$ cat src/rtl/core/kfe_pkg.sv
// ----------------------------------------------------------------------------
// kfe_pkg
// Shared types, constants and helpers of the keyword field extractor.
// ----------------------------------------------------------------------------
package kfe_pkg;

   localparam int KFE_KEYWORD_MAX_BYTES = 8;
   localparam int KFE_LEN_W             = 4;
   localparam int KFE_CSR_IDX_W         = 8;

   localparam logic [KFE_CSR_IDX_W-1:0] CSR_KEYWORD_BYTES   = 8'd0;
   localparam logic [KFE_CSR_IDX_W-1:0] CSR_KEYWORD_LENGTH  = 8'd1;
   localparam logic [KFE_CSR_IDX_W-1:0] CSR_FIELD_NUMBER    = 8'd2;
   localparam logic [KFE_CSR_IDX_W-1:0] CSR_MAX_FIELD_CHARS = 8'd3;

   localparam logic [7:0] CHAR_COMMA = 8'h2C;
   localparam logic [7:0] CHAR_CR    = 8'h0D;
   localparam logic [7:0] CHAR_LF    = 8'h0A;
   localparam logic [7:0] CHAR_SPACE = 8'h20;
   localparam logic [7:0] CHAR_TAB   = 8'h09;

   typedef enum logic [2:0] {
      PH_SEARCH = 3'd0,
      PH_BLANK  = 3'd1,
      PH_SKIP   = 3'd2,
      PH_EMIT   = 3'd3,
      PH_DONE   = 3'd4
   } kfe_phase_type;

   typedef enum logic [1:0] {
      KIND_CHAR    = 2'd0,
      KIND_FOUND   = 2'd1,
      KIND_MISSING = 2'd2
   } kfe_kind_type;

   typedef struct packed {
      logic [63:0]          keyword_bytes;
      logic [KFE_LEN_W-1:0] keyword_length;
      logic [7:0]           field_number;
      logic [7:0]           max_field_chars;
   } kfe_cfg_type;

   typedef struct packed {
      kfe_kind_type item_kind;
      logic [7:0]   field_char;
      logic         run_last;
   } kfe_result_type;

   typedef struct packed {
      logic shift;
      logic clear;
   } kfe_win_ctl_type;

   function automatic logic is_blank(input logic [7:0] b);
      return (b == CHAR_SPACE) || (b == CHAR_TAB);
   endfunction

   function automatic logic is_delim(input logic [7:0] b);
      return (b == CHAR_COMMA) || (b == CHAR_CR) || (b == CHAR_LF);
   endfunction

   function automatic kfe_result_type make_result(input kfe_kind_type kind,
                                                  input logic [7:0]   ch);
      kfe_result_type r;
      r.item_kind  = kind;
      r.field_char = ch;
      r.run_last   = (kind != KIND_CHAR);
      return r;
   endfunction

endpackage

$ cat src/rtl/core/kfe_window.sv
// ----------------------------------------------------------------------------
// kfe_window
// Sliding byte window and keyword compare against the incoming byte.
// ----------------------------------------------------------------------------
module kfe_window
   import kfe_pkg::*;
#(
   parameter int KEYWORD_MAX_BYTES = KFE_KEYWORD_MAX_BYTES
) (
   input  logic                 clock,
   input  logic                 reset,
   input  logic [7:0]           text_byte,
   input  logic [63:0]          keyword_bytes,
   input  logic [KFE_LEN_W-1:0] keyword_length,
   input  kfe_win_ctl_type      ctl,
   output logic                 hit
);

   localparam int WW = 8 * KEYWORD_MAX_BYTES;

   logic [WW-1:0]          window_ff, window_in;
   logic [KFE_LEN_W-1:0]   seen_ff, seen_in;
   logic [WW-1:0]          window_next;
   logic [KFE_LEN_W-1:0]   seen_next;
   logic [KFE_LEN_W-1:0]   len;
   logic [KEYWORD_MAX_BYTES:1] hit_len;

   assign window_next = WW'({window_ff, text_byte});
   assign seen_next   = (seen_ff < KFE_LEN_W'(KEYWORD_MAX_BYTES)) ?
                        seen_ff + KFE_LEN_W'(1) : seen_ff;
   assign len         = (keyword_length > KFE_LEN_W'(KEYWORD_MAX_BYTES)) ?
                        KFE_LEN_W'(KEYWORD_MAX_BYTES) : keyword_length;

   // one compare set per candidate keyword length
   for (genvar l = 1; l <= KEYWORD_MAX_BYTES; l++) begin : g_len
      logic [l-1:0] eq;
      for (genvar k = 0; k < l; k++) begin : g_byte
         assign eq[k] = keyword_bytes[8*k +: 8] == window_next[8*(l-1-k) +: 8];
      end
      assign hit_len[l] = &eq;
   end

   always_comb begin
      hit = 1'b0;
      for (int l = 1; l <= KEYWORD_MAX_BYTES; l++) begin
         if (len == KFE_LEN_W'(l) && hit_len[l]) begin
            hit = 1'b1;
         end
      end
      hit = hit && (seen_next >= len);
   end

   always_comb begin
      window_in = window_ff;
      seen_in   = seen_ff;
      if (ctl.clear) begin
         window_in = '0;
         seen_in   = '0;
      end else if (ctl.shift) begin
         window_in = window_next;
         seen_in   = seen_next;
      end
   end

   always_ff @(posedge clock) begin
      if (reset) begin
         window_ff <= '0;
         seen_ff   <= '0;
      end else begin
         window_ff <= window_in;
         seen_ff   <= seen_in;
      end
   end

endmodule

$ cat src/rtl/core/kfe_parser.sv
// ----------------------------------------------------------------------------
// kfe_parser
// Parse phase sequencer: blank skip, field counting, field emit and report.
// ----------------------------------------------------------------------------
module kfe_parser
   import kfe_pkg::*;
(
   input  logic            clock,
   input  logic            reset,
   input  logic            in_valid,
   input  logic [7:0]      text_byte,
   input  logic            end_of_text,
   input  kfe_cfg_type     cfg,
   input  logic            win_hit,
   output kfe_win_ctl_type win_ctl,
   output logic [1:0]      res_count,
   output kfe_result_type  res_slot [2]
);

   kfe_phase_type phase_ff, phase_in;
   logic [7:0]    counter_ff, counter_in;
   logic [7:0]    emitted_ff, emitted_in;
   logic          consumed;
   logic          do_emit;

   always_comb begin
      phase_in    = phase_ff;
      counter_in  = counter_ff;
      emitted_in  = emitted_ff;
      win_ctl     = '0;
      res_slot[0] = '0;
      res_slot[1] = '0;
      res_count   = '0;
      consumed    = 1'b0;
      do_emit     = 1'b0;
      if (in_valid) begin
         if (phase_ff == PH_SEARCH) begin
            if (cfg.keyword_length == '0) begin
               phase_in = PH_BLANK;
            end else begin
               consumed      = 1'b1;
               win_ctl.shift = 1'b1;
               if (win_hit) begin
                  phase_in = PH_BLANK;
               end
            end
         end
         if (!consumed) begin
            unique case (phase_in)
               PH_BLANK: begin
                  if (!is_blank(text_byte)) begin
                     if (counter_in == cfg.field_number) begin
                        phase_in   = PH_EMIT;
                        emitted_in = '0;
                        do_emit    = 1'b1;
                     end else if (text_byte == CHAR_COMMA) begin
                        counter_in = counter_in + 8'd1;
                     end else begin
                        phase_in = PH_SKIP;
                     end
                  end
               end
               PH_SKIP: begin
                  if (text_byte == CHAR_COMMA) begin
                     counter_in = counter_in + 8'd1;
                     phase_in   = PH_BLANK;
                  end
               end
               PH_EMIT: begin
                  do_emit = 1'b1;
               end
               default: begin
               end
            endcase
         end
         if (do_emit) begin
            if (is_delim(text_byte) || emitted_in >= cfg.max_field_chars) begin
               res_slot[res_count[0]] = make_result(KIND_FOUND, 8'd0);
               res_count              = res_count + 2'd1;
               phase_in               = PH_DONE;
            end else begin
               res_slot[res_count[0]] = make_result(KIND_CHAR, text_byte);
               res_count              = res_count + 2'd1;
               emitted_in             = emitted_in + 8'd1;
               if (emitted_in >= cfg.max_field_chars) begin
                  res_slot[res_count[0]] = make_result(KIND_FOUND, 8'd0);
                  res_count              = res_count + 2'd1;
                  phase_in               = PH_DONE;
               end
            end
         end
         if (end_of_text) begin
            if (phase_in == PH_EMIT) begin
               res_slot[res_count[0]] = make_result(KIND_FOUND, 8'd0);
               res_count              = res_count + 2'd1;
            end else if (phase_in != PH_DONE) begin
               res_slot[res_count[0]] = make_result(KIND_MISSING, 8'd0);
               res_count              = res_count + 2'd1;
            end
            phase_in      = PH_SEARCH;
            counter_in    = '0;
            emitted_in    = '0;
            win_ctl.clear = 1'b1;
         end
      end
   end

   always_ff @(posedge clock) begin
      if (reset) begin
         phase_ff   <= PH_SEARCH;
         counter_ff <= '0;
         emitted_ff <= '0;
      end else begin
         phase_ff   <= phase_in;
         counter_ff <= counter_in;
         emitted_ff <= emitted_in;
      end
   end

endmodule

$ cat src/rtl/core/kfe_rsp_queue.sv
// ----------------------------------------------------------------------------
// kfe_rsp_queue
// Small result queue, up to two items in per cycle, one out per ready cycle.
// ----------------------------------------------------------------------------
module kfe_rsp_queue
   import kfe_pkg::*;
(
   input  logic           clock,
   input  logic           reset,
   input  logic [1:0]     push_count,
   input  kfe_result_type push_slot [2],
   output logic           space_ok,
   output logic           out_valid,
   input  logic           out_ready,
   output kfe_result_type out_item
);

   localparam int DEPTH = 4;
   localparam int PW    = $clog2(DEPTH);
   localparam int CW    = $clog2(DEPTH + 1);

   kfe_result_type mem_ff [DEPTH];
   logic [PW-1:0]  wr_ff, wr_in;
   logic [PW-1:0]  rd_ff, rd_in;
   logic [CW-1:0]  count_ff, count_in;
   logic           pop;

   assign out_valid = (count_ff != '0);
   assign out_item  = mem_ff[rd_ff];
   assign pop       = out_valid && out_ready;
   assign space_ok  = (count_ff <= CW'(DEPTH - 2));

   always_comb begin
      wr_in    = wr_ff + PW'(push_count);
      rd_in    = pop ? rd_ff + PW'(1) : rd_ff;
      count_in = count_ff + CW'(push_count) - CW'(pop);
   end

   always_ff @(posedge clock) begin
      if (push_count != 2'd0) begin
         mem_ff[wr_ff] <= push_slot[0];
      end
      if (push_count == 2'd2) begin
         mem_ff[wr_ff + PW'(1)] <= push_slot[1];
      end
   end

   always_ff @(posedge clock) begin
      if (reset) begin
         wr_ff    <= '0;
         rd_ff    <= '0;
         count_ff <= '0;
      end else begin
         wr_ff    <= wr_in;
         rd_ff    <= rd_in;
         count_ff <= count_in;
      end
   end

endmodule

$ cat src/rtl/core/keyword_field_extractor.sv
// ----------------------------------------------------------------------------
// keyword_field_extractor
// Finds a keyword in a byte stream and emits one comma-separated field after it.
// ----------------------------------------------------------------------------
//  channel | direction | handshake             | payload
//  req     | in        | req_tvalid/req_tready | tdata text_byte, tlast end_of_text
//  rsp     | out       | rsp_tvalid/rsp_tready | tdata field_char, tuser item_kind,
//          |           |                       | tlast run_last
//  csr     | in        | csr_valid/csr_ready   | csr_index, csr_data
//
//  one input item per ready cycle; each item is parsed in the cycle it is accepted
//  and its zero to two results land in a four-entry result queue
//  req_tready drops while the queue has fewer than two free entries
//  results are written into the result queue and reach rsp from there, behind any older results
//  reset clears parse state and queue and loads the register defaults
// ----------------------------------------------------------------------------
module keyword_field_extractor
   import kfe_pkg::*;
#(
   parameter int KEYWORD_MAX_BYTES = KFE_KEYWORD_MAX_BYTES
) (
   input  logic                     clock,
   input  logic                     reset,
   input  logic                     req_tvalid,
   output logic                     req_tready,
   input  logic [7:0]               req_tdata,   // text_byte
   input  logic                     req_tlast,   // end_of_text
   output logic                     rsp_tvalid,
   input  logic                     rsp_tready,
   output logic [7:0]               rsp_tdata,   // field_char
   output logic [1:0]               rsp_tuser,   // item_kind
   output logic                     rsp_tlast,   // run_last
   input  logic                     csr_valid,
   output logic                     csr_ready,
   input  logic [KFE_CSR_IDX_W-1:0] csr_index,
   input  logic [63:0]              csr_data
);

   kfe_cfg_type     cfg_ff, cfg_in;
   kfe_win_ctl_type win_ctl;
   kfe_result_type  res_slot [2];
   kfe_result_type  out_item;
   logic [1:0]      res_count;
   logic            win_hit;
   logic            space_ok;
   logic            in_accept;

   assign csr_ready  = 1'b1;
   assign req_tready = space_ok;
   assign in_accept  = req_tvalid && req_tready;

   always_comb begin
      cfg_in = cfg_ff;
      if (csr_valid) begin
         unique case (csr_index)
            CSR_KEYWORD_BYTES:   cfg_in.keyword_bytes   = csr_data;
            CSR_KEYWORD_LENGTH:  cfg_in.keyword_length  = csr_data[KFE_LEN_W-1:0];
            CSR_FIELD_NUMBER:    cfg_in.field_number    = csr_data[7:0];
            CSR_MAX_FIELD_CHARS: cfg_in.max_field_chars = csr_data[7:0];
            default: begin
            end
         endcase
      end
   end

   always_ff @(posedge clock) begin
      if (reset) begin
         cfg_ff.keyword_bytes   <= '0;
         cfg_ff.keyword_length  <= KFE_LEN_W'(1);
         cfg_ff.field_number    <= '0;
         cfg_ff.max_field_chars <= 8'd31;
      end else begin
         cfg_ff <= cfg_in;
      end
   end

   kfe_window #(
      .KEYWORD_MAX_BYTES(KEYWORD_MAX_BYTES)
   ) u_window (
      .clock          (clock),
      .reset          (reset),
      .text_byte      (req_tdata),
      .keyword_bytes  (cfg_ff.keyword_bytes),
      .keyword_length (cfg_ff.keyword_length),
      .ctl            (win_ctl),
      .hit            (win_hit)
   );

   kfe_parser u_parser (
      .clock       (clock),
      .reset       (reset),
      .in_valid    (in_accept),
      .text_byte   (req_tdata),
      .end_of_text (req_tlast),
      .cfg         (cfg_ff),
      .win_hit     (win_hit),
      .win_ctl     (win_ctl),
      .res_count   (res_count),
      .res_slot    (res_slot)
   );

   kfe_rsp_queue u_rsp_queue (
      .clock      (clock),
      .reset      (reset),
      .push_count (res_count),
      .push_slot  (res_slot),
      .space_ok   (space_ok),
      .out_valid  (rsp_tvalid),
      .out_ready  (rsp_tready),
      .out_item   (out_item)
   );

   assign rsp_tdata = out_item.field_char;
   assign rsp_tuser = out_item.item_kind;
   assign rsp_tlast = out_item.run_last;

endmodule

$ cat config.mk
export PLATFORM = sky130hd
export DESIGN_NAME = keyword_field_extractor
export DESIGN_NICKNAME = d
export VERILOG_FILES = /design/src/rtl/core/kfe_pkg.sv /design/src/rtl/core/kfe_window.sv /design/src/rtl/core/kfe_parser.sv /design/src/rtl/core/kfe_rsp_queue.sv /design/src/rtl/core/keyword_field_extractor.sv
export SDC_FILE = /design/constraint.sdc
export NUM_CORES = 1
export LEC_CHECK = 0
export ABC_AREA = 1
export BUFFER_PORTS_ARGS = -buffer_cell sky130_fd_sc_hd__clkbuf_2
export CAP_MARGIN = 10
export CORE_ASPECT_RATIO = 2
export CORE_UTILIZATION = 62
export DETAILED_ROUTE_END_ITERATION = 8
export PLACE_DENSITY = 0.86
export SLEW_MARGIN = 10
export SYNTH_ARGS = -nofsm -noshare
export SYNTH_HDL_FRONTEND = slang
export SYNTH_SLANG_ARGS = --single-unit
$ cat constraint.sdc
create_clock -name clock -period 6.7 [get_ports clock]
set_clock_uncertainty 0.05 [all_clocks]
set_input_delay 0.335 -clock clock [delete_from_list [all_inputs] [get_ports clock]]
set_output_delay 0.335 -clock clock [all_outputs]
set_load 0.005 [all_outputs]
==> impl_results.md <==
- FP Rows: 78
- Final setup vio count: 0
- CP most frequent cell: nand2_1
- Detailed-route via count: between 15000 and 20000
- Vias in the first global route: 14970
- First-pass GRT wire length: 88.93 mm
- Die area: 23760 sq um
- Clock root buffer master: clkbuf_16
- Arr. time, crit path: 5.97 ns
- Resize count post-CTS: 0
- Async SR Flop Fraction: 0%
- Met2 usage: between 80% and 90%
- Post-Syn Nets: 2306
- Met3 usage: about a quarter
- Main synth FF type: dfxtp_1
- Worst vdd ir: 0.3067 mV
- Worst-margin pin slew: approximately 1.4 ns
- Worst skew pair latency: approximately 0.52 ns
- Setup bufs post-CTS: 0
- Cell count after synthesis: 2188
- Commonest non-fill, non-tap cell in the layout: nand2_1
- CP max stage cell: nor4_2
- Status: finished clean
- First-pass DRT Iterations: 6
- # hold bufs at CTS: 0
- Final min period: 5.858 ns
- Leak: between 7 and 8 nW
- Core ar.: 22640 sq um
- Num ports: 100
- Die Wd: 109.5 microns
- Buf/Inv on CP: 5
- Area contributors post-synth: dfxtp_1, nand2_1, edfxtp_1
- Seq/Total Area, Yosys: between 30% and 40%
- CTS Sinks: around 220
- Largest net degree at the start of global routing: 91
- DRC viols: 0
- Power Total: 4.303 mW
- Final Slew Violations: 0
- Worst Setup Path Type: register to register
- Layout cells sized above 1: 9.642%
- Congestion Overflow GR: 0
- CTS H-tree lvls: 1
- Most frequent cells in the layout: nand2_1, nor2_1, inv_1
- Cell family with most CP delay: simple AND/OR/NAND/NOR gates
- Design Area, Final: 15340 sq um
- Worst-path clk slew: 0.07 ns
- Final Cycle Share: 87.43%
- Final hold violations: 0
- Post-synth top area cell: dfxtp_1
- Highest clock rate: 0.1707 GHz
- Hpwl dp: 41.49 mm
- Avg WL per Cell: 23.85 microns
- Setup crit end kind: register
- CTS buffer count: 21
- M1 GR Usage: 48.90%
- Cell Pwr Density: 280.5 nW/um^2
- Initial Util: ~63%
- Number of I/O port buffers: 98
- Crit path max fanout: 13
- Total Nets Final: 2313
- Yosys top cell area share: 24.03%
- Netlist Area Pre-Place: 14330 sq um
- Layout area overhead: 7.064%
- Yosys reg bits: between 200 and 250
- Max Root-Sink Buffers: 3
- Antenna viol nets, final: 0
- Crit start category: register
- DP Area: 14610 sq um
- Initial antenna violation count: 3
- Worst EP required: 6.81 ns
- Number of synthesized flops with an enable pin: 44
- Rel. slew slack: 5.880%
- Vias per cell: 6.200
- Yosys cell types: 54
- GP Congestion: 1.035
- CP max stage delay: 0.52 ns
- TritonCTS clock tree: yes
- GRT Total Usage: 52.15%
- Max Cap Violations: 0
- Synth warnings: 0
- Gr busiest metal: met2
- Die span in y: 217 microns
- Mean Syn Cell Area: 6.549 sq um
- RSZ-0062 raised after global routing: no
- WL final: a little under 60 mm
- DRT iter0 DRCs: 1791
- Hold Path Class: input port to register
- Setup TNS: 0 ns
## stage by stage
| step | hold slack [ns] | utilization (%) | std cells | worst slack, ns |
|---|---|---|---|---|
| after global placement | 0.4014 | 64.51 | 2452 | 1.067 |
| final | 0.03911 | 67.76 | 2490 | 0.8423 |
| after detailed placement | 0.4104 | 64.51 | 2452 | 0.7643 |
| after global routing | 0.03856 | 67.76 | 2490 | 0.4920 |
| after floorplan | 0.3862 | - | 2188 | 1.678 |
| after CTS | 0.03463 | 67.75 | 2489 | 0.9001 |
## layer usage
layer | routed length (microns) | share of wire (%) | up-vias
met3 | 6953 | 12 | 425
met2 | 27640 | 47 | 993
li1 | - | - | 7033
met5 | 0 | 0 | -
met4 | 6868 | 12 | 0
met1 | 17930 | 30 | 6987
## final cells by class
cell class,count,area (sq um)
multi-input combinational,1586,7951
sequential,216,4765
clock buffer,27,568.0
fill,2002,7300
inverter,266,1003
timing repair buffer,104,535.5
tap,280,350.3
antenna,1,2.502
clock inverter,10,166.4
## tightest hold or removal path: stages
cell      delay [ns]
clkbuf_2        0.08
o21ai_0         0.08
nor2_1          0.08
## flip-flops by register name (all words and copies together), names as in the netlist, named ones only
signal,count
u_parser.counter_ff,8
u_rsp_queue.count_ff,3
u_rsp_queue.mem_ff,44
cfg_ff,84
u_parser.phase_ff,3
u_window.seen_ff,4
u_rsp_queue.rd_ff,2
u_parser.emitted_ff,8
u_window.window_ff,56
u_rsp_queue.wr_ff,2
## path summary, 6_finish.rpt
path	endpoint	from	slack (ns)	cells past startpoint
max reg2reg	u_rsp_queue.mem_ff[2][4]	u_parser.counter_ff[6]	0.84	28
min reg2reg	u_parser.emitted_ff[5]	u_parser.emitted_ff[5]	0.42	2
max	u_rsp_queue.mem_ff[2][4]	u_parser.counter_ff[6]	0.84	28
min	cfg_ff[83]	csr_data[63]	0.04	3
## cells by family after synthesis
group	share of synthesized area [%]
AND/OR/NAND/NOR	31.36
AO/OA/AOI/OAI	15.75
buffers and inverters	11.39
flip-flops	33.25
XOR/XNOR	5.379
adder cells (fa/ha/maj)	2.846
other	0.02617
## Yosys cell counts, types with 20 or more instances
cell / instances
a211oi_1: 60
a21oi_1: 121
buf_2: 38
clkbuf_1: 46
dfxtp_1: 172
edfxtp_1: 44
ha_1: 31
inv_1: 237
inv_2: 26
nand2_1: 653
nand3_1: 39
nand4_1: 49
nor2_1: 276
nor3_1: 20
o21ai_0: 136
o22ai_1: 32
xnor2_1: 48
xor2_1: 40
## power breakdown
group | total, mW | internal (mW) | switching, mW | leakage, nW
clock | 1.30 | 0.759 | 0.546 | 0.340
combinational | 1.30 | 0.438 | 0.858 | 4.92
sequential | 1.70 | 1.45 | 0.256 | 1.82
No activity file was read; power rests on OpenSTA's default activity.
